`src/rtl/core/gbpi_pkg.sv`:
```
// Package with request codes, status codes, entry layout and stage structs of the GPIO bank.
package gbpi_pkg;

    typedef enum logic [2:0] {
        REQ_LVL_RD  = 3'd0,
        REQ_LVL_WR  = 3'd1,
        REQ_CONF_RD = 3'd2,
        REQ_CONF_WR = 3'd3,
        REQ_PIN_EVT = 3'd4
    } t_req_code;

    typedef enum logic [1:0] {
        ST_OK           = 2'd0,
        ST_BAD_LEVEL    = 2'd1,
        ST_PULL_REFUSED = 2'd2
    } t_status;

    localparam logic [1:0] LVL_LOW     = 2'd1;
    localparam logic [1:0] LVL_HIGH    = 2'd2;
    localparam logic [1:0] LVL_ILLEGAL = 2'd3;
    localparam logic [7:0] LVL_MAX     = 8'd2;

    localparam int CONF_PULLUP_BIT     = 1;
    localparam int CONF_PULLDOWN_BIT   = 2;
    localparam int CONF_INT_LVL_LOW    = 3;
    localparam int CONF_INT_LVL_HIGH   = 4;
    localparam int CONF_INT_EDGE_LOW   = 5;
    localparam int CONF_INT_EDGE_HIGH  = 6;
    localparam logic [7:0] CONF_PULL_MASK = 8'h06;

    typedef struct packed {
        logic [2:0] req_type;
        logic [3:0] pin_index;
        logic [7:0] write_data;
        logic [1:0] pin_level;
    } t_req_item;

    typedef struct packed {
        logic [7:0] conf;
        logic [1:0] level;
    } t_entry;

    typedef struct packed {
        logic   we;
        t_entry data;
    } t_wb;

    typedef struct packed {
        logic [7:0] read_data;
        logic       irq_fire;
        logic [3:0] irq_line;
        logic [1:0] status;
    } t_result;

endpackage

```
`src/rtl/core/gbpi_if.sv`:
```
// Request and response channel interfaces of the GPIO bank.
interface gbpi_req_if;
    logic       valid;
    logic       ready;
    logic [2:0] req_type;
    logic [3:0] pin_index;
    logic [7:0] write_data;
    logic [1:0] pin_level;

    modport source (output valid, req_type, pin_index, write_data, pin_level, input ready);
    modport sink (input valid, req_type, pin_index, write_data, pin_level, output ready);
    modport monitor (input valid, ready, req_type, pin_index, write_data, pin_level);
endinterface

interface gbpi_rsp_if;
    logic       valid;
    logic       ready;
    logic [7:0] read_data;
    logic       irq_fire;
    logic [3:0] irq_line;
    logic [1:0] status;

    modport source (output valid, read_data, irq_fire, irq_line, status, input ready);
    modport sink (input valid, read_data, irq_fire, irq_line, status, output ready);
    modport monitor (input valid, ready, read_data, irq_fire, irq_line, status);
endinterface

```
`src/rtl/core/gbpi_pin_ram.sv`:
```
// Per-pin state memory: level and configuration, registered read, write forwarding, valid bits.
module gbpi_pin_ram #(
    parameter int DEPTH = 16,
    parameter int AW    = 4
) (
    input  logic              i_clk,
    input  logic              i_rst_n,
    input  logic              i_re,
    input  logic [AW-1:0]     i_raddr,
    input  logic              i_we,
    input  logic [AW-1:0]     i_waddr,
    input  gbpi_pkg::t_entry  i_wdata,
    output gbpi_pkg::t_entry  o_rdata
);
    import gbpi_pkg::*;

    t_entry           r_mem [DEPTH];
    logic [DEPTH-1:0] r_valid;
    t_entry           r_rdata;

    always_ff @(posedge i_clk) begin
        if (i_we) begin
            r_mem[i_waddr] <= i_wdata;
        end
    end

    always_ff @(posedge i_clk) begin
        if (!i_rst_n) begin
            r_valid <= '0;
        end else if (i_we) begin
            r_valid[i_waddr] <= 1'b1;
        end
    end

    // forward a write that lands on the entry being read
    always_ff @(posedge i_clk) begin
        if (i_re) begin
            if (i_we && (i_waddr == i_raddr)) begin
                r_rdata <= i_wdata;
            end else if (r_valid[i_raddr]) begin
                r_rdata <= r_mem[i_raddr];
            end else begin
                r_rdata <= '0;
            end
        end
    end

    assign o_rdata = r_rdata;
endmodule

```
`src/rtl/core/gbpi_rmw.sv`:
```
// Modify step: decodes a request against the pin entry, builds the result and the write-back.
module gbpi_rmw (
    input  gbpi_pkg::t_req_item i_req,
    input  gbpi_pkg::t_entry    i_entry,
    input  logic                i_in_range,
    input  logic                i_coalesce,
    output gbpi_pkg::t_result   o_res,
    output gbpi_pkg::t_wb       o_wb
);
    import gbpi_pkg::*;

    logic hit;

    always_comb begin
        o_res   = '0;
        o_wb.we = 1'b0;
        o_wb.data = i_entry;
        hit = 1'b0;
        if (i_in_range) begin
            case (i_req.req_type)
                REQ_LVL_RD: begin
                    o_res.read_data = {6'd0, i_entry.level};
                end
                REQ_LVL_WR: begin
                    if (i_req.write_data > LVL_MAX) begin
                        o_res.status = ST_BAD_LEVEL;
                    end else begin
                        o_wb.we = 1'b1;
                        o_wb.data.level = i_req.write_data[1:0];
                    end
                end
                REQ_CONF_RD: begin
                    o_res.read_data = i_entry.conf;
                end
                REQ_CONF_WR: begin
                    if (((i_entry.conf ^ i_req.write_data) & CONF_PULL_MASK) != 8'd0) begin
                        o_res.status = ST_PULL_REFUSED;
                    end else begin
                        o_wb.we = 1'b1;
                        o_wb.data.conf = i_req.write_data;
                    end
                end
                REQ_PIN_EVT: begin
                    if (i_req.pin_level == LVL_ILLEGAL) begin
                        o_res.status = ST_BAD_LEVEL;
                    end else begin
                        o_wb.we = 1'b1;
                        o_wb.data.level = i_req.pin_level;
                        if (i_req.pin_level == LVL_LOW) begin
                            hit = i_entry.conf[CONF_INT_LVL_LOW]
                                || (i_entry.level != LVL_LOW
                                    && i_entry.conf[CONF_INT_EDGE_LOW]);
                        end else if (i_req.pin_level == LVL_HIGH) begin
                            hit = i_entry.conf[CONF_INT_LVL_HIGH]
                                || (i_entry.level != LVL_HIGH
                                    && i_entry.conf[CONF_INT_EDGE_HIGH]);
                        end
                        o_res.irq_fire = hit;
                        o_res.irq_line = (hit && !i_coalesce) ? i_req.pin_index : 4'd0;
                    end
                end
                default: begin
                    o_res = '0;
                end
            endcase
        end
    end
endmodule

```
`src/rtl/core/gpio_bank_with_pin_interrupts.sv`:
```
// Top level of the GPIO bank with per-pin level and edge interrupts.
// Usage:
//   i_req carries bus requests (level read/write, conf read/write) and external
//   pin events; o_rsp returns exactly one response per request, in order.
//   i_cfg_we/i_cfg_wdata[0] set the coalesce mode; write it only while idle.
// Pipeline: the pin entry is read from memory as the request is taken; modify
//   and write-back follow, and the result is registered in the output register.
// Throughput: one request per cycle while o_rsp.ready is high. The pin memory
//   has one read and one write port; a request that reads the entry being
//   written in the same cycle gets the written value forwarded.
// Reset: synchronous, active low. All pin levels and configurations read as
//   zero until written, coalesce mode is off, no response is pending.
// Stall: the response sits in an output register; while o_rsp.ready is low a
//   second request can wait in the modify stage, after which i_req.ready drops.
module gpio_bank_with_pin_interrupts #(
    parameter int PIN_COUNT = 16
) (
    input  logic             i_clk,
    input  logic             i_rst_n,
    input  logic             i_cfg_we,
    input  logic             i_cfg_wdata,
    gbpi_req_if.sink         i_req,
    gbpi_rsp_if.source       o_rsp
);
    import gbpi_pkg::*;

    localparam int PIN_W = (PIN_COUNT > 1) ? $clog2(PIN_COUNT) : 1;

    logic      r_coalesce;
    logic      r_busy, n_busy;
    t_req_item r_req;
    logic      r_out_valid, n_out_valid;
    t_result   r_out;

    logic      accept, out_free, finish, in_range;
    t_entry    rd_entry;
    t_result   res;
    t_wb       wb;

    assign accept   = i_req.valid && i_req.ready;
    assign out_free = !r_out_valid || o_rsp.ready;
    assign finish   = r_busy && out_free;
    assign i_req.ready = !r_busy || finish;
    assign in_range = 32'(r_req.pin_index) < PIN_COUNT;

    always_ff @(posedge i_clk) begin
        if (!i_rst_n) begin
            r_coalesce <= 1'b0;
        end else if (i_cfg_we) begin
            r_coalesce <= i_cfg_wdata;
        end
    end

    gbpi_pin_ram #(
        .DEPTH (PIN_COUNT),
        .AW    (PIN_W)
    ) u_ram (
        .i_clk   (i_clk),
        .i_rst_n (i_rst_n),
        .i_re    (accept),
        .i_raddr (PIN_W'(i_req.pin_index)),
        .i_we    (finish && wb.we),
        .i_waddr (PIN_W'(r_req.pin_index)),
        .i_wdata (wb.data),
        .o_rdata (rd_entry)
    );

    gbpi_rmw u_rmw (
        .i_req      (r_req),
        .i_entry    (rd_entry),
        .i_in_range (in_range),
        .i_coalesce (r_coalesce),
        .o_res      (res),
        .o_wb       (wb)
    );

    always_comb begin
        n_busy = r_busy;
        if (accept) begin
            n_busy = 1'b1;
        end else if (finish) begin
            n_busy = 1'b0;
        end
        n_out_valid = r_out_valid;
        if (finish) begin
            n_out_valid = 1'b1;
        end else if (o_rsp.ready) begin
            n_out_valid = 1'b0;
        end
    end

    always_ff @(posedge i_clk) begin
        if (!i_rst_n) begin
            r_busy      <= 1'b0;
            r_out_valid <= 1'b0;
        end else begin
            r_busy      <= n_busy;
            r_out_valid <= n_out_valid;
        end
    end

    always_ff @(posedge i_clk) begin
        if (accept) begin
            r_req.req_type   <= i_req.req_type;
            r_req.pin_index  <= i_req.pin_index;
            r_req.write_data <= i_req.write_data;
            r_req.pin_level  <= i_req.pin_level;
        end
        if (finish) begin
            r_out <= res;
        end
    end

    assign o_rsp.valid     = r_out_valid;
    assign o_rsp.read_data = r_out.read_data;
    assign o_rsp.irq_fire  = r_out.irq_fire;
    assign o_rsp.irq_line  = r_out.irq_line;
    assign o_rsp.status    = r_out.status;
endmodule

```
`src/flat_wrapper.sv`:
```
// flat-port wrapper written by rule: the top's interface ports become plain ports
module gpio_bank_with_pin_interrupts_flat import gbpi_pkg::*;
#(
    parameter int PIN_COUNT = 16
)
  (i_clk, i_rst_n, i_cfg_we, i_cfg_wdata, i_req_valid, i_req_req_type, i_req_pin_index, i_req_write_data, i_req_pin_level, i_req_ready, o_rsp_valid, o_rsp_read_data, o_rsp_irq_fire, o_rsp_irq_line, o_rsp_status, o_rsp_ready);
  gbpi_req_if i_req_i ();
  gbpi_rsp_if o_rsp_i ();
  input  logic i_clk;
  input  logic i_rst_n;
  input  logic i_cfg_we;
  input  logic i_cfg_wdata;
  input wire logic [$bits(i_req_i.valid)-1:0] i_req_valid;
  input wire logic [$bits(i_req_i.req_type)-1:0] i_req_req_type;
  input wire logic [$bits(i_req_i.pin_index)-1:0] i_req_pin_index;
  input wire logic [$bits(i_req_i.write_data)-1:0] i_req_write_data;
  input wire logic [$bits(i_req_i.pin_level)-1:0] i_req_pin_level;
  output wire logic [$bits(i_req_i.ready)-1:0] i_req_ready;
  output wire logic [$bits(o_rsp_i.valid)-1:0] o_rsp_valid;
  output wire logic [$bits(o_rsp_i.read_data)-1:0] o_rsp_read_data;
  output wire logic [$bits(o_rsp_i.irq_fire)-1:0] o_rsp_irq_fire;
  output wire logic [$bits(o_rsp_i.irq_line)-1:0] o_rsp_irq_line;
  output wire logic [$bits(o_rsp_i.status)-1:0] o_rsp_status;
  input wire logic [$bits(o_rsp_i.ready)-1:0] o_rsp_ready;
  assign i_req_i.valid = i_req_valid;
  assign i_req_i.req_type = i_req_req_type;
  assign i_req_i.pin_index = i_req_pin_index;
  assign i_req_i.write_data = i_req_write_data;
  assign i_req_i.pin_level = i_req_pin_level;
  assign i_req_ready = i_req_i.ready;
  assign o_rsp_valid = o_rsp_i.valid;
  assign o_rsp_read_data = o_rsp_i.read_data;
  assign o_rsp_irq_fire = o_rsp_i.irq_fire;
  assign o_rsp_irq_line = o_rsp_i.irq_line;
  assign o_rsp_status = o_rsp_i.status;
  assign o_rsp_i.ready = o_rsp_ready;
  gpio_bank_with_pin_interrupts #(.PIN_COUNT(PIN_COUNT)) u_core (.i_clk(i_clk), .i_rst_n(i_rst_n), .i_cfg_we(i_cfg_we), .i_cfg_wdata(i_cfg_wdata), .i_req(i_req_i), .o_rsp(o_rsp_i));
endmodule
```
`config.mk`:
```
export PLATFORM = sky130hd
export DESIGN_NAME = gpio_bank_with_pin_interrupts_flat
export DESIGN_NICKNAME = d
export VERILOG_FILES = /design/src/rtl/core/gbpi_pkg.sv /design/src/rtl/core/gbpi_if.sv /design/src/rtl/core/gbpi_pin_ram.sv /design/src/rtl/core/gbpi_rmw.sv /design/src/rtl/core/gpio_bank_with_pin_interrupts.sv /design/src/flat_wrapper.sv
export SDC_FILE = /design/constraint.sdc
export NUM_CORES = 1
export LEC_CHECK = 0
export BUFFER_PORTS_ARGS = -buffer_cell sky130_fd_sc_hd__buf_2
export CORE_ASPECT_RATIO = 0.6
export CORE_MARGIN = 4
export CORE_UTILIZATION = 55
export CTS_BUF_LIST = sky130_fd_sc_hd__clkbuf_16
export DETAILED_ROUTE_END_ITERATION = 6
export GPL_ROUTABILITY_DRIVEN = 1
export PLACE_DENSITY = 0.73
export SLEW_MARGIN = 15
export SYNTH_ARGS = -nofsm -noshare
export SYNTH_HDL_FRONTEND = slang
export SYNTH_SLANG_ARGS = --single-unit
export TNS_END_PERCENT = 50
```
`constraint.sdc`:
```
create_clock -name i_clk -period 7.5 [get_ports i_clk]
set_clock_uncertainty 0.15 [all_clocks]
set_input_delay 0.375 -clock i_clk [delete_from_list [all_inputs] [get_ports i_clk]]
set_output_delay 0.375 -clock i_clk [all_outputs]
set_load 0.02 [all_outputs]
```
After elaboration in Yosys (flattened, before gate mapping)

Memory sizes are Yosys's and may differ from the RTL's.
Index checks and enable logic that the tools add are counted.
W data, S select, Z words.

Bits in registers: 61
Bits of input ports: 23
Memories kept: 1
Bits in writable memories: 160
Logic and storage cells: 83

Equality and inequality tests: 10
Bitwise operators: 4
$lt $le $gt $ge: 4
Reduce and logical (&&, ||, !) cells: 21
Mux-type cells: 29

Memories:

| memory             | words | width | read ports | clocked after memory_dff | wr ports | line               | text |
|---|---|---|---|---|---|---|---|
| u_core.u_ram.r_mem | 16    | 10    | 1          | 0                        | 1        | gbpi_pin_ram.sv:17 | `t_entry r_mem [DEPTH];` |

Operators with widths:

| operator             | count |
|---|---|
| $mux W10             | 2 |
| $mux W1              | 16 |
| $or A16 B16 Y16      | 1 |
| $pmux W8 S2          | 1 |
| $lt A4 B5 Y1 const B | 2 |
| $mux W9              | 1 |
| $gt A8 B2 Y1 const B | 1 |
| $logic_and A1 B1 Y1  | 8 |
| $mux W8              | 1 |
| $reduce_bool A8 Y1   | 1 |
| $eq A3 B2 Y1 const B | 2 |
| $mux W2              | 3 |
| $pmux W2 S3          | 1 |
| $bmux W1 S4          | 1 |
| $demux W1 S4         | 1 |
| $eq A2 B2 Y1 const B | 2 |
| $eq A4 B4 Y1         | 1 |
| $ge A4 B1 Y1 const B | 1 |
| $logic_or A1 B1 Y1   | 4 |
| $pmux W2 S2          | 1 |
| $reduce_bool A2 Y1   | 2 |
| $eq A3 B1 Y1 const B | 1 |
| $eq A3 B3 Y1 const B | 1 |
| $logic_not A1 Y1     | 3 |
| other kinds (9)      | 10 |

Longest topological paths before layout

Gate-level depths: netlist of run 1.

Depth in word-level cells: 10
Mapped depth: 8

Modules after synthesis

A second synthesis of run 1 with hierarchy kept.

Cell total of the unflattened synthesis: 474
Area total of the unflattened synthesis: 8868.5 sq um

Modules (own cells, without submodules):

| module                        | area each (sq um) | cells an instance | sequential area each (sq um) | times used |
|---|---|---|---|---|
| gbpi_pin_ram                  | 7249.5            | 355               | 5425.2                       | 1 |
| gpio_bank_with_pin_interrupts | 1114.8            | 47                | 1021.0                       | 1 |
| gbpi_rmw                      | 504.2             | 72                | 0.0                          | 1 |

Least setup slack after synthesis of run 1

No wires, ideal clock.

Path kind: register -> register
Start point: register u_core.r_req[15] (netlist name)
End point: memory u_core.u_ram.r_mem[1][0] (netlist name) (enable)
Slack: 4578 ps
Required time: 6943 ps
Library setup time: 407 ps
Clock period less this slack: 2922 ps
Arrival: 2365 ps
Path buffers: 1
Cell stages (with the launch flop): 6
Cells stage by stage: edfxtp_1 buf_6 nor3b_4 a21boi_2 o31ai_4 nor4_1

Longest elaborated chain between the ends: 5
Elaborated cells on any way between the ends: 7
Those cells by class: 3 x eq/ne; 3 x mux; 1 x reduce/logical

Ends and longest elaborated chain:

| what                                       | line                                | text |
|---|---|---|
| start, declared                            | gpio_bank_with_pin_interrupts.sv:31 | `t_req_item r_req;` |
| $eq A3 B3 Y1, or another cell as far along | --                                  |  |
| $pmux W1 S3 *                              | gbpi_rmw.sv:20                      | `case (i_req.req_type)` |
| $logic_and A1 B1 Y1 *                      | gpio_bank_with_pin_interrupts.sv:62 | `.i_we (finish && wb.we),` |
| $mux W1 *                                  | gbpi_pin_ram.sv:22                  | `if (i_we) begin` |
| $mux W1 (not written as such) *            | gbpi_pin_ram.sv:23                  | `r_mem[i_waddr] <= i_wdata;` |
| end, declared                              | gbpi_pin_ram.sv:17                  |  |

Mark *: on every way between the ends. The rest lies on a longest branch, timed or not.

Worst setup path after layout of run 1

Start point: register u_core.u_ram.r_rdata (netlist bit u_core.u_ram.o_rdata[3])
End point: memory u_core.u_ram.r_mem[5][3] (netlist name) (enable)

Longest elaborated chain between the ends: 7

Ends and longest elaborated chain:

| what                          | line                                | text |
|---|---|---|
| start, declared               | gbpi_pin_ram.sv:19                  | `t_entry r_rdata;` |
| start signal, assigned        | gbpi_pin_ram.sv:39                  | `r_rdata <= i_wdata;` |
| start signal, assigned        | gbpi_pin_ram.sv:41                  | `r_rdata <= r_mem[i_raddr];` |
| $xor A3 B3 Y3                 | gbpi_rmw.sv:36                      | `if (((i_entry.conf ^ i_req.write_data) & CONF_PULL_MASK) != 8'd0) begin` |
| $reduce_bool A8 Y1            | gbpi_rmw.sv:36                      |  |
| $mux W9                       | gbpi_rmw.sv:36                      |  |
| $pmux W1 S3                   | gbpi_rmw.sv:20                      |  |
| $logic_and A1 B1 Y1           | gpio_bank_with_pin_interrupts.sv:62 |  |
| $mux W1                       | gbpi_pin_ram.sv:22                  |  |
| $mux W1 (not written as such) | gbpi_pin_ram.sv:23                  |  |

Every way passes these cells.

==> impl_metrics.xml, run 1 <==
<?xml version="1.0" encoding="UTF-8"?>
<metrics>
  <group name="run_status">
    <metric name="run_status" unit="">complete, no violations</metric>
  </group>
  <group name="synth">
    <metric name="synth_cell_types" unit="">43</metric>
    <metric name="postSynthCellCount" unit="">455</metric>
    <metric name="synth_area_per_cell" unit="µm²">19.3</metric>
    <metric name="synth_seq_area_share" unit="">0.735</metric>
    <metric name="synth.yosys.warnings" unit="">0</metric>
    <metric name="synth.ff_latch_count" unit="">221</metric>
    <metric name="synth.net_count" unit="">478</metric>
    <metric name="synth_area" unit="µm²">8780</metric>
  </group>
  <group name="global_route">
    <metric name="first_global_vias" unit="">4640</metric>
    <metric name="wire_length_of_the_first_global_routing_pass" unit="mm">29.0</metric>
    <metric name="grt_remaining_overflow" unit="">0</metric>
    <metric name="antenna_found_initial" unit="">0</metric>
    <metric name="grt_max_degree" unit="">47</metric>
    <metric name="grtUsageTotal" unit="">0.217</metric>
  </group>
  <group name="detailed_routing">
    <metric name="drt-pass1-iter-count" unit="">5</metric>
    <metric name="route.antenna.remaining_nets" unit="">0</metric>
    <metric name="detail_route.vias_per_cell" unit="">6.26</metric>
    <metric name="detail_route.wirelength" unit="mm">19.2</metric>
    <metric name="dr_total_vias" unit="">4647</metric>
    <metric name="drc" unit="">0</metric>
    <metric name="wire_per_inst" unit="µm">25.8</metric>
    <metric name="drt_iter0_markers" unit="">598</metric>
  </group>
  <group name="layout">
    <metric name="flow.area_growth_from_synthesis" unit="%">14.2</metric>
    <metric name="regArea" unit="µm²">6450</metric>
    <metric name="ant_diodes" unit="">0</metric>
    <metric name="multi_input_comb_area" unit="µm²">2190</metric>
    <metric name="final_design_area_excluding_fillers" unit="µm²">10000</metric>
    <metric name="final_layout_size_suffix_gt1_frac" unit="">0.297</metric>
    <metric name="finish.net_count" unit="">548</metric>
    <metric name="fillCellCount" unit="">1057</metric>
    <metric name="utilization" unit="">0.647</metric>
    <metric name="final_cell_count_no_fill" unit="">742</metric>
  </group>
  <group name="floorplan">
    <metric name="floorplan.die.width" unit="µm">171</metric>
    <metric name="core_area" unit="µm²">15500</metric>
    <metric name="die-area" unit="µm²">18100</metric>
    <metric name="io_pins" unit="">40</metric>
    <metric name="initial_utilization" unit="">0.566</metric>
    <metric name="die_y" unit="µm">106</metric>
    <metric name="core.rowCount" unit="">35</metric>
  </group>
  <group name="setup_path">
    <metric name="setup.worst_path.start_class" unit="">flip-flop</metric>
    <metric name="cp_slowest_stage_delay" unit="ns">0.95</metric>
    <metric name="cp-end-kind" unit="">flip-flop</metric>
    <metric name="worst_path_max_fanout" unit="">19</metric>
    <metric name="path_class" unit="">reg2reg</metric>
    <metric name="cp_data_required_time" unit="ns">7.45</metric>
    <metric name="crit_path_cell_trace" unit="">xor2_1 -&gt; nor3_4 -&gt; o31ai_4 -&gt; nor3_2</metric>
    <metric name="worst_path_max_delay_cell" unit="">nor3_2</metric>
    <metric name="worst-endpoint-arrival" unit="ns">3.30</metric>
  </group>
  <group name="timing">
    <metric name="grt_setup_unrepaired" unit="">false</metric>
    <metric name="finalHoldViolations" unit="">0</metric>
    <metric name="post-route-worst-setup-slack" unit="ns">4.15</metric>
    <metric name="timing.final.crit_share" unit="">0.446</metric>
    <metric name="tightest_slew" unit="ns">1.10</metric>
    <metric name="setup_viol_count_final" unit="">0</metric>
    <metric name="maxSlewViolCount" unit="">0</metric>
    <metric name="f_max" unit="GHz">0.299</metric>
    <metric name="totalNegativeSetupSlack" unit="ns">0</metric>
    <metric name="max-slew-margin-rel" unit="">0.264</metric>
    <metric name="period_minus_slack" unit="ns">3.35</metric>
  </group>
  <group name="cts">
    <metric name="number_of_clock_sinks" unit="">221</metric>
    <metric name="clkTransAtPathRegs" unit="ns">0.06</metric>
    <metric name="cts_htree_levels" unit="">1</metric>
    <metric name="cts_inserted_buffers" unit="">20</metric>
    <metric name="post_cts.resized_instances" unit="">0</metric>
    <metric name="clock_tree.root_cell" unit="">clkbuf_16</metric>
    <metric name="cts-root-to-sink-buffers" unit="">3</metric>
    <metric name="tritoncts_clock_tree" unit="">built</metric>
    <metric name="cts_setup_buffers" unit="">0</metric>
    <metric name="clkLatencyLatePin" unit="ns">0.49</metric>
  </group>
  <group name="hold_path">
    <metric name="min-delay-path-class" unit="">in2reg</metric>
  </group>
  <group name="pwr">
    <metric name="leak_pwr" unit="nW">3.34</metric>
    <metric name="cellPowerDensity" unit="nW/µm²">243</metric>
    <metric name="ir_worst_vdd" unit="mV">0.195</metric>
  </group>
  <group name="placement">
    <metric name="dp_hpwl" unit="mm">12.1</metric>
    <metric name="post-place-cells" unit="">691</metric>
    <metric name="routabilityCongestion" unit="">0.824</metric>
    <metric name="port-buffer-count" unit="">39</metric>
    <metric name="placed_cell_area" unit="µm²">9260</metric>
    <metric name="place_ws" unit="ns">4.21</metric>
  </group>
  <group name="job">
    <metric name="cap_violations" unit="">0</metric>
  </group>
</metrics>
[worst paths after layout]
| kind | startpoint | to | slack (ns) | cells past startpoint |
|---|---|---|---|---|
| max reg2reg | u_core.u_ram.o_rdata[3] | u_core.u_ram.r_mem[5][3] | 4.15 | 4 |
| min reg2reg | u_core.u_ram.r_valid[5] | u_core.u_ram.r_valid[5] | 0.32 | 1 |
| min | i_cfg_we | u_core.r_coalesce | 0.02 | 3 |
| max | u_core.u_ram.o_rdata[3] | u_core.u_ram.r_mem[5][3] | 4.15 | 4 |
[metal layers]
| layer | part of all wire | global-route usage | vias up |
|---|---|---|---|
| li1 | - | - | 2002 |
| met1 | 0.44 | 0.337 | 2411 |
| met2 | 0.46 | 0.321 | 204 |
| met3 | 0.083 | 0.0476 | 30 |
| met4 | 0.020 | 0.0464 | 0 |
| met5 | 0 | 0 | - |
[power by group]
part	internal (mW)	total, mW	switching, mW
clock	0.526	0.948	0.421
sequential	1.36	1.37	0.0154
combinational	0.0487	0.117	0.0687
[Yosys cell counts (all sizes together)]
cell	count	area (µm²)
clkbuf	15	56.3
buf	11	93.8
a21boi	2	18.8
and2	3	18.8
dfxtp	19	380
o22ai	3	18.8
nor4b	1	15.0
o21a	17	128
o31ai	1	21.3
o311ai	2	17.5
o221a	1	11.3
a221oi	9	78.8
nand2b	11	68.8
a21oi	3	15.0
nand3b	2	15.0
nor2b	7	43.8
a22o	9	78.8
inv	8	30.0
a21o	1	7.51
a211oi	1	7.51
mux2	7	78.8
mux4	44	991
mux2i	4	40.0
nor3b	2	26.3
edfxtp	202	6070
a22oi	4	30.0
nor3	12	116
and3	7	43.8
nor4	8	65.1
o21ai	7	35.0
nand2	13	48.8
a32o	1	10.0
xor2	6	52.6
nor2	10	37.5
nand3	2	10.0
[stage by stage]
step	hold WS (ns)	total power, mW
floorplan	0.285	1.47
global placement	0.291	1.51
detailed placement	0.303	1.51
CTS	0.000809	2.45
global route	0.0251	2.52
finish	0.0167	2.44
[placed cells by master, fill, tap and decap left out, types with 13 or more instances in the layout]
| cell type | Yosys | final |
|---|---|---|
| dlygate4sd3_1 | 0 | 15 |
| clkbuf_16 | 0 | 22 |
| mux4_2 | 44 | 44 |
| o21a_1 | 17 | 17 |
| nand2_1 | 13 | 13 |
| buf_2 | 3 | 39 |
| edfxtp_1 | 202 | 202 |
| buf_4 | 3 | 20 |
| dfxtp_1 | 19 | 19 |
[repair_timing]
item | CTS | global route
endpoints found under the hold margin | 15 | 0
setup endpoints to repair | 0 | 0
hold buffers | 15 | 0
[critical path: cells and delay by family (launching register included)]
family	cells	cell delay [ns]
simple gates	2	1.49
flops	1	0.76
compound gates	1	0.29
xor+xnor	1	0.25
[flip-flops by register name, indices dropped and copies added (netlist names)]
signal / count
u_core.r_busy: 1
u_core.o_rsp.read_data: 8
u_core.u_ram.r_mem: 160
u_core.u_ram.r_valid: 16
u_core.o_rsp.irq_line: 4
u_core.u_ram.o_rdata: 10
u_core.r_req: 17
u_core.r_coalesce: 1
u_core.o_rsp.irq_fire: 1
u_core.o_rsp.status: 2
u_core.o_rsp.valid: 1
[cell type report]
| cell class | count | share of cell area |
|---|---|---|
| tap | 203 | 0.0253 |
| clock buffer | 22 | 0.0549 |
| clock inverter | 14 | 0.00587 |
| sequential | 221 | 0.643 |
| timing repair buffer | 74 | 0.0494 |
| inverter | 8 | 0.00300 |
| multi-input combinational | 200 | 0.219 |
[kinds of logic after synthesis]
group | Yosys count | synth area share
AO/OA/AOI/OAI | 61 | 0.0545
XOR/XNOR | 6 | 0.00599
buffers and inverters | 34 | 0.0205
flip-flops | 221 | 0.735
multiplexers | 55 | 0.126
AND/OR/NAND/NOR | 78 | 0.0580
Power figures use the tool's default switching activity.
==> run 2, diff against run 1 <==
- PLACE_DENSITY: 0.73 -> 0.76
- clock period: 7.5 -> 2.71 ns (I/O delays scaled with it)
==> impl_metrics.xml, run 2 (same netlist as run 1, synthesis figures left out) <==
<?xml version="1.0" encoding="UTF-8"?>
<metrics>
  <group name="run_status">
    <metric name="run_status" unit="">complete, no violations</metric>
  </group>
  <group name="layout">
    <metric name="largest_reg_flops" unit="">160</metric>
    <metric name="mostFrequentLayoutCell" unit="">edfxtp_1</metric>
    <metric name="finish.net_count" unit="">578</metric>
    <metric name="fillCellCount" unit="">982</metric>
    <metric name="final_layout_size_suffix_gt1_frac" unit="">0.322</metric>
    <metric name="regArea" unit="µm²">6450</metric>
    <metric name="flow.area_growth_from_synthesis" unit="%">18.8</metric>
    <metric name="multi_input_comb_area" unit="µm²">2250</metric>
    <metric name="utilization" unit="">0.673</metric>
    <metric name="register_with_the_most_flip_flops" unit="">u_core.u_ram.r_mem</metric>
    <metric name="registers_with_the_most_flip_flops" unit="">u_core.u_ram.r_mem (160), u_core.r_req (17), u_core.u_ram.r_valid (16)</metric>
    <metric name="ant_diodes" unit="">0</metric>
    <metric name="layout.cells.most_common_list" unit="">edfxtp_1 (202), mux4_2 (44), buf_2 (39)</metric>
  </group>
  <group name="timing">
    <metric name="post-route-worst-setup-slack" unit="ns">0.0432</metric>
    <metric name="f_max" unit="GHz">0.375</metric>
    <metric name="max-slew-margin-rel" unit="">0.212</metric>
    <metric name="period_minus_slack" unit="ns">2.67</metric>
    <metric name="hold-worst-slack" unit="ns">0.0781</metric>
    <metric name="setup_viol_count_final" unit="">0</metric>
    <metric name="totalNegativeSetupSlack" unit="ns">0</metric>
    <metric name="timing.final.crit_share" unit="">0.984</metric>
    <metric name="finalHoldViolations" unit="">0</metric>
    <metric name="grt_setup_unrepaired" unit="">true</metric>
    <metric name="maxSlewViolCount" unit="">0</metric>
    <metric name="tightest_slew" unit="ns">1.18</metric>
  </group>
  <group name="placement">
    <metric name="routabilityCongestion" unit="">0.854</metric>
    <metric name="port-buffer-count" unit="">39</metric>
    <metric name="place_ws" unit="ns">-0.312</metric>
    <metric name="dp_hpwl" unit="mm">12.5</metric>
  </group>
  <group name="setup_path">
    <metric name="critPathBufInv" unit="">0</metric>
    <metric name="worst_path_dominant_cell_family" unit="">simple AND/OR/NAND/NOR gates</metric>
    <metric name="cp_data_required_time" unit="ns">2.68</metric>
    <metric name="worst_path_max_fanout" unit="">11</metric>
    <metric name="worst-endpoint-arrival" unit="ns">2.63</metric>
    <metric name="setup.worst_path.start_class" unit="">flip-flop</metric>
    <metric name="cp_slowest_stage_delay" unit="ns">0.83</metric>
    <metric name="cp-end-kind" unit="">flip-flop</metric>
    <metric name="worst_path_max_delay_cell" unit="">nor3_2</metric>
    <metric name="crit_path_cell_trace" unit="">nor4_4 -&gt; and3_1 -&gt; o31ai_4 -&gt; nor3_2</metric>
    <metric name="path_class" unit="">reg2reg</metric>
  </group>
  <group name="floorplan">
    <metric name="core.rowCount" unit="">35</metric>
    <metric name="initial_utilization" unit="">0.566</metric>
    <metric name="io_pins" unit="">40</metric>
    <metric name="die-area" unit="µm²">18100</metric>
    <metric name="floorplan.die.width" unit="µm">171</metric>
    <metric name="core_area" unit="µm²">15500</metric>
    <metric name="die_y" unit="µm">106</metric>
  </group>
  <group name="cts">
    <metric name="cts_htree_levels" unit="">1</metric>
    <metric name="number_of_clock_sinks" unit="">221</metric>
    <metric name="clkTransAtPathRegs" unit="ns">0.07</metric>
    <metric name="clkLatencyLatePin" unit="ns">0.49</metric>
    <metric name="tritoncts_clock_tree" unit="">built</metric>
    <metric name="clock_tree.root_cell" unit="">clkbuf_16</metric>
    <metric name="cts_inserted_buffers" unit="">20</metric>
    <metric name="cts-root-to-sink-buffers" unit="">3</metric>
  </group>
  <group name="global_route">
    <metric name="grt_remaining_overflow" unit="">0</metric>
    <metric name="first_global_vias" unit="">4816</metric>
    <metric name="antenna_found_initial" unit="">0</metric>
    <metric name="wire_length_of_the_first_global_routing_pass" unit="mm">29.5</metric>
    <metric name="grt_max_degree" unit="">28</metric>
    <metric name="grtUsageTotal" unit="">0.218</metric>
  </group>
  <group name="detailed_routing">
    <metric name="drt_iter0_markers" unit="">613</metric>
    <metric name="detail_route.wirelength" unit="mm">19.6</metric>
    <metric name="drc" unit="">0</metric>
    <metric name="wire_per_inst" unit="µm">25.4</metric>
    <metric name="drt-pass1-iter-count" unit="">5</metric>
    <metric name="dr_total_vias" unit="">4785</metric>
    <metric name="route.antenna.remaining_nets" unit="">0</metric>
    <metric name="detail_route.vias_per_cell" unit="">6.20</metric>
  </group>
  <group name="pwr">
    <metric name="ir_worst_vdd" unit="mV">0.556</metric>
    <metric name="cellPowerDensity" unit="nW/µm²">667</metric>
    <metric name="leak_pwr" unit="nW">3.59</metric>
  </group>
  <group name="job">
    <metric name="cap_violations" unit="">0</metric>
  </group>
  <group name="hold_path">
    <metric name="min-delay-path-class" unit="">in2reg</metric>
  </group>
</metrics>
==> run 2: cell count changes in the layout (fill, tap and decap cells not counted), moves of 4 or more <==
cell           change
nor3_2             -6
nor3_4             +6
buf_12             +4
buf_4             +15
dlygate4sd3_1     +10
==> run 2: final timing paths <==
path,slack [ns],depth (start not counted),from,to
setup / recovery,0.04,4,u_core.r_req[9],u_core.u_ram.r_mem[5][9]
hold / removal,0.08,2,i_req_pin_index[0],u_core.r_req[10]
setup reg to reg,0.04,4,u_core.r_req[9],u_core.u_ram.r_mem[5][9]
hold reg to reg,0.32,1,u_core.u_ram.r_valid[13],u_core.u_ram.r_valid[13]
==> run 2: timing repair <==
item | 4_1_cts | 5_1_grt
endpoints found under the setup margin | 85 | 168
gates cloned | 0 | 0
endpoints found under the hold margin | 35 | 0
hold buffers | 25 | 0
pin swaps | 1 | 6
gates resized for setup | 5 | 6
buffers inserted | 0 | 6
==> run 2: cell type report <==
class / count / share of cell area
Clock buffer: 21 / 0.0504
Clock inverter: 15 / 0.0115
Inverter: 8 / 0.00288
Multi-Input combinational cell: 200 / 0.216
Sequential cell: 221 / 0.618
Tap cell: 203 / 0.0244
Timing Repair Buffer: 104 / 0.0767
==> run 2: where the power goes <==
part	total, mW	switching [mW]	internal [mW]
logic	0.390	0.228	0.162
registers	3.79	0.0347	3.75
clock network	2.78	1.18	1.60
==> run 2: metrics by stage <==
stage                     instance area [µm²]  total power [mW]  std cells
final                                   10400              6.95        772
after global routing                    10400              7.17        772
after CTS                               10300              6.98        766
after detailed placement                 9380              4.20        705
after global placement                   9380              4.19        705
after floorplan                          8780              4.07        455
==> run 2: layer usage <==
layer	up-vias	track usage	routed length [µm]
met5	-	0	0
met4	0	0.0407	357
met3	32	0.0573	1930
met2	254	0.320	8810
met1	2444	0.337	8500
li1	2055	-	-
==> run 3, diff against run 2 <==
- CORE_MARGIN: 4 -> 2
==> impl_metrics.xml, run 3 (same netlist as run 1, synthesis figures left out) <==
<?xml version="1.0" encoding="UTF-8"?>
<metrics>
  <group name="setup_path">
    <metric name="r2r_slack" unit="ns">-0.04</metric>
    <metric name="path_class" unit="">reg2reg</metric>
    <metric name="r2r_cells" unit="">4</metric>
    <metric name="regToRegStartpoint" unit="">u_core.r_req[9]</metric>
    <metric name="worst-endpoint-arrival" unit="ns">2.69</metric>
    <metric name="crit_path_start" unit="">u_core.r_req[9]</metric>
    <metric name="cp_data_required_time" unit="ns">2.65</metric>
    <metric name="crit-reg2reg-capture" unit="">u_core.u_ram.r_mem[9][5]</metric>
    <metric name="cp-end-kind" unit="">flip-flop</metric>
    <metric name="setup.worst_path.start_class" unit="">flip-flop</metric>
    <metric name="worst_path_max_fanout" unit="">11</metric>
  </group>
  <group name="run_status">
    <metric name="violations" unit="">setup timing</metric>
    <metric name="run_status" unit="">complete, but fails checks</metric>
  </group>
  <group name="placement">
    <metric name="routabilityCongestion" unit="">0.852</metric>
    <metric name="dp_hpwl" unit="mm">12.2</metric>
    <metric name="port-buffer-count" unit="">39</metric>
    <metric name="post-place-cells" unit="">706</metric>
    <metric name="placed_cell_area" unit="µm²">9440</metric>
  </group>
  <group name="hold_path">
    <metric name="min_to" unit="">u_core.r_req[12]</metric>
    <metric name="whs_path_depth" unit="">2</metric>
    <metric name="hold_start" unit="">i_req_pin_index[2]</metric>
    <metric name="min-delay-path-class" unit="">in2reg</metric>
  </group>
  <group name="layout">
    <metric name="flow.area_growth_from_synthesis" unit="%">17.6</metric>
    <metric name="layout.cells.most_common_list" unit="">edfxtp_1 (202), mux4_2 (44), buf_2 (39)</metric>
    <metric name="final_cell_count_no_fill" unit="">767</metric>
    <metric name="registers_with_the_most_flip_flops" unit="">u_core.u_ram.r_mem (160), u_core.r_req (17), u_core.u_ram.r_valid (16)</metric>
    <metric name="multi_input_comb_area" unit="µm²">2200</metric>
    <metric name="fillCellCount" unit="">989</metric>
    <metric name="register_with_the_most_flip_flops" unit="">u_core.u_ram.r_mem</metric>
    <metric name="mostFrequentLayoutCell" unit="">edfxtp_1</metric>
    <metric name="regArea" unit="µm²">6450</metric>
    <metric name="final_design_area_excluding_fillers" unit="µm²">10300</metric>
    <metric name="largest_reg_flops" unit="">160</metric>
    <metric name="final_layout_size_suffix_gt1_frac" unit="">0.310</metric>
    <metric name="finish.net_count" unit="">573</metric>
    <metric name="ant_diodes" unit="">0</metric>
  </group>
  <group name="detailed_routing">
    <metric name="wire_per_inst" unit="µm">24.9</metric>
    <metric name="detail_route.wirelength" unit="mm">19.1</metric>
    <metric name="drc" unit="">0</metric>
    <metric name="drt-pass1-iter-count" unit="">7</metric>
    <metric name="route.antenna.remaining_nets" unit="">0</metric>
    <metric name="dr_total_vias" unit="">4761</metric>
    <metric name="detail_route.vias_per_cell" unit="">6.21</metric>
    <metric name="drt_iter0_markers" unit="">568</metric>
  </group>
  <group name="cts">
    <metric name="cts_inserted_buffers" unit="">20</metric>
    <metric name="number_of_clock_sinks" unit="">221</metric>
    <metric name="clkTransAtPathRegs" unit="ns">0.07</metric>
    <metric name="cts-root-to-sink-buffers" unit="">3</metric>
    <metric name="tritoncts_clock_tree" unit="">built</metric>
    <metric name="cts_htree_levels" unit="">1</metric>
    <metric name="cts_setup_buffers" unit="">0</metric>
    <metric name="clkLatencyLatePin" unit="ns">0.49</metric>
    <metric name="clock_tree.root_cell" unit="">clkbuf_16</metric>
  </group>
  <group name="pwr">
    <metric name="cellPowerDensity" unit="nW/µm²">662</metric>
    <metric name="leak_pwr" unit="nW">3.50</metric>
    <metric name="ir_worst_vdd" unit="mV">0.482</metric>
  </group>
  <group name="global_route">
    <metric name="met3_usage" unit="">0.0655</metric>
    <metric name="wire_length_of_the_first_global_routing_pass" unit="mm">29.2</metric>
    <metric name="antenna_found_initial" unit="">0</metric>
    <metric name="global_routing_s_busiest_layer" unit="">met2</metric>
    <metric name="groute.layer.met2.usage" unit="">0.362</metric>
    <metric name="first_global_vias" unit="">4849</metric>
    <metric name="global_route.usage.met1" unit="">0.345</metric>
    <metric name="grt_max_degree" unit="">31</metric>
    <metric name="grt_remaining_overflow" unit="">0</metric>
    <metric name="grtUsageTotal" unit="">0.234</metric>
  </group>
  <group name="floorplan">
    <metric name="initial_utilization" unit="">0.568</metric>
    <metric name="core.rowCount" unit="">35</metric>
    <metric name="die_y" unit="µm">102</metric>
    <metric name="die-area" unit="µm²">17000</metric>
    <metric name="core_area" unit="µm²">15500</metric>
    <metric name="io_pins" unit="">40</metric>
    <metric name="floorplan.die.width" unit="µm">167</metric>
  </group>
  <group name="timing">
    <metric name="timing.final.crit_share" unit="">1.01</metric>
    <metric name="maxSlewViolCount" unit="">0</metric>
    <metric name="finalHoldViolations" unit="">0</metric>
    <metric name="post-route-worst-setup-slack" unit="ns">-0.0379</metric>
    <metric name="tightest_slew" unit="ns">1.03</metric>
    <metric name="setup_viol_count_final" unit="">10</metric>
    <metric name="grt_setup_unrepaired" unit="">true</metric>
    <metric name="period_minus_slack" unit="ns">2.75</metric>
    <metric name="max-slew-margin-rel" unit="">0.312</metric>
    <metric name="f_max" unit="GHz">0.364</metric>
  </group>
  <group name="job">
    <metric name="cap_violations" unit="">0</metric>
  </group>
</metrics>
-- run 3: cell types whose count changed in the layout (fill, tap and decap cells not counted), sizes merged --
cell	change
buf	-5
bufinv	-1
inv	+1
-- run 3: where the power goes --
part	leakage (nW)	internal, mW	total (mW)	switching (mW)
logic	1.16	0.165	0.394	0.229
clock network	0.322	1.50	2.66	1.16
registers	2.02	3.75	3.78	0.0255
-- run 3: critical path, cell delays in order (launching register included) --
cell	delay, ns
edfxtp_1	0.42
nor4_2	0.39
and3_1	0.28
o31ai_4	0.21
nor3_2	0.89
-- run 3: metrics by stage --
stage	total power [mW]	worst slack, ns	hold WS (ns)	TNS, ns	utilization
finish	6.83	-0.0379	0.182	-0.233	0.668
global route	7.02	-0.113	0.186	-4.36	0.668
CTS	6.85	-0.0370	0.184	-0.617	0.667
detailed placement	4.21	-0.177	0.164	-1.80	0.611
global placement	4.19	-0.136	0.163	-1.36	0.611
floorplan	4.07	-0.212	0.0844	-11.49	-
-- run 3: cell type report --
class | count | share of cell area
clock buffers | 21 | 0.0509
clock inverters | 15 | 0.00897
inverters | 8 | 0.00291
multi-input cells | 200 | 0.213
flip-flops and latches | 221 | 0.624
well taps | 203 | 0.0246
repair buffers | 99 | 0.0747
-- run 3: per-layer routing --
layer,vias up,routed length (µm)
met3,28,1860
met4,0,287
met1,2462,8360
met2,220,8590
li1,2051,-
met5,-,0
-- run 3: worst max path at each step --
stage	endpoint	slack, ns
6_report	u_core.u_ram.r_mem[9][5]	-0.04
5_1_grt	u_core.u_ram.r_mem[11][0]	-0.11
4_1_cts	u_core.u_ram.r_mem[9][5]	-0.04
3_5_place_dp	u_core.u_ram.r_mem[8][6]	-0.18
3_3_place_gp	u_core.u_ram.r_mem[8][6]	-0.14
2_1_floorplan	u_core.u_ram.r_mem[1][0]	-0.21
-- run 3: what timing repair did --
item,CTS,global route
pin swaps,0,0
hold endpoints to repair,35,0
hold buffers,25,0
endpoints found under the setup margin,32,64
gates resized for setup,1,1
cloned,0,0
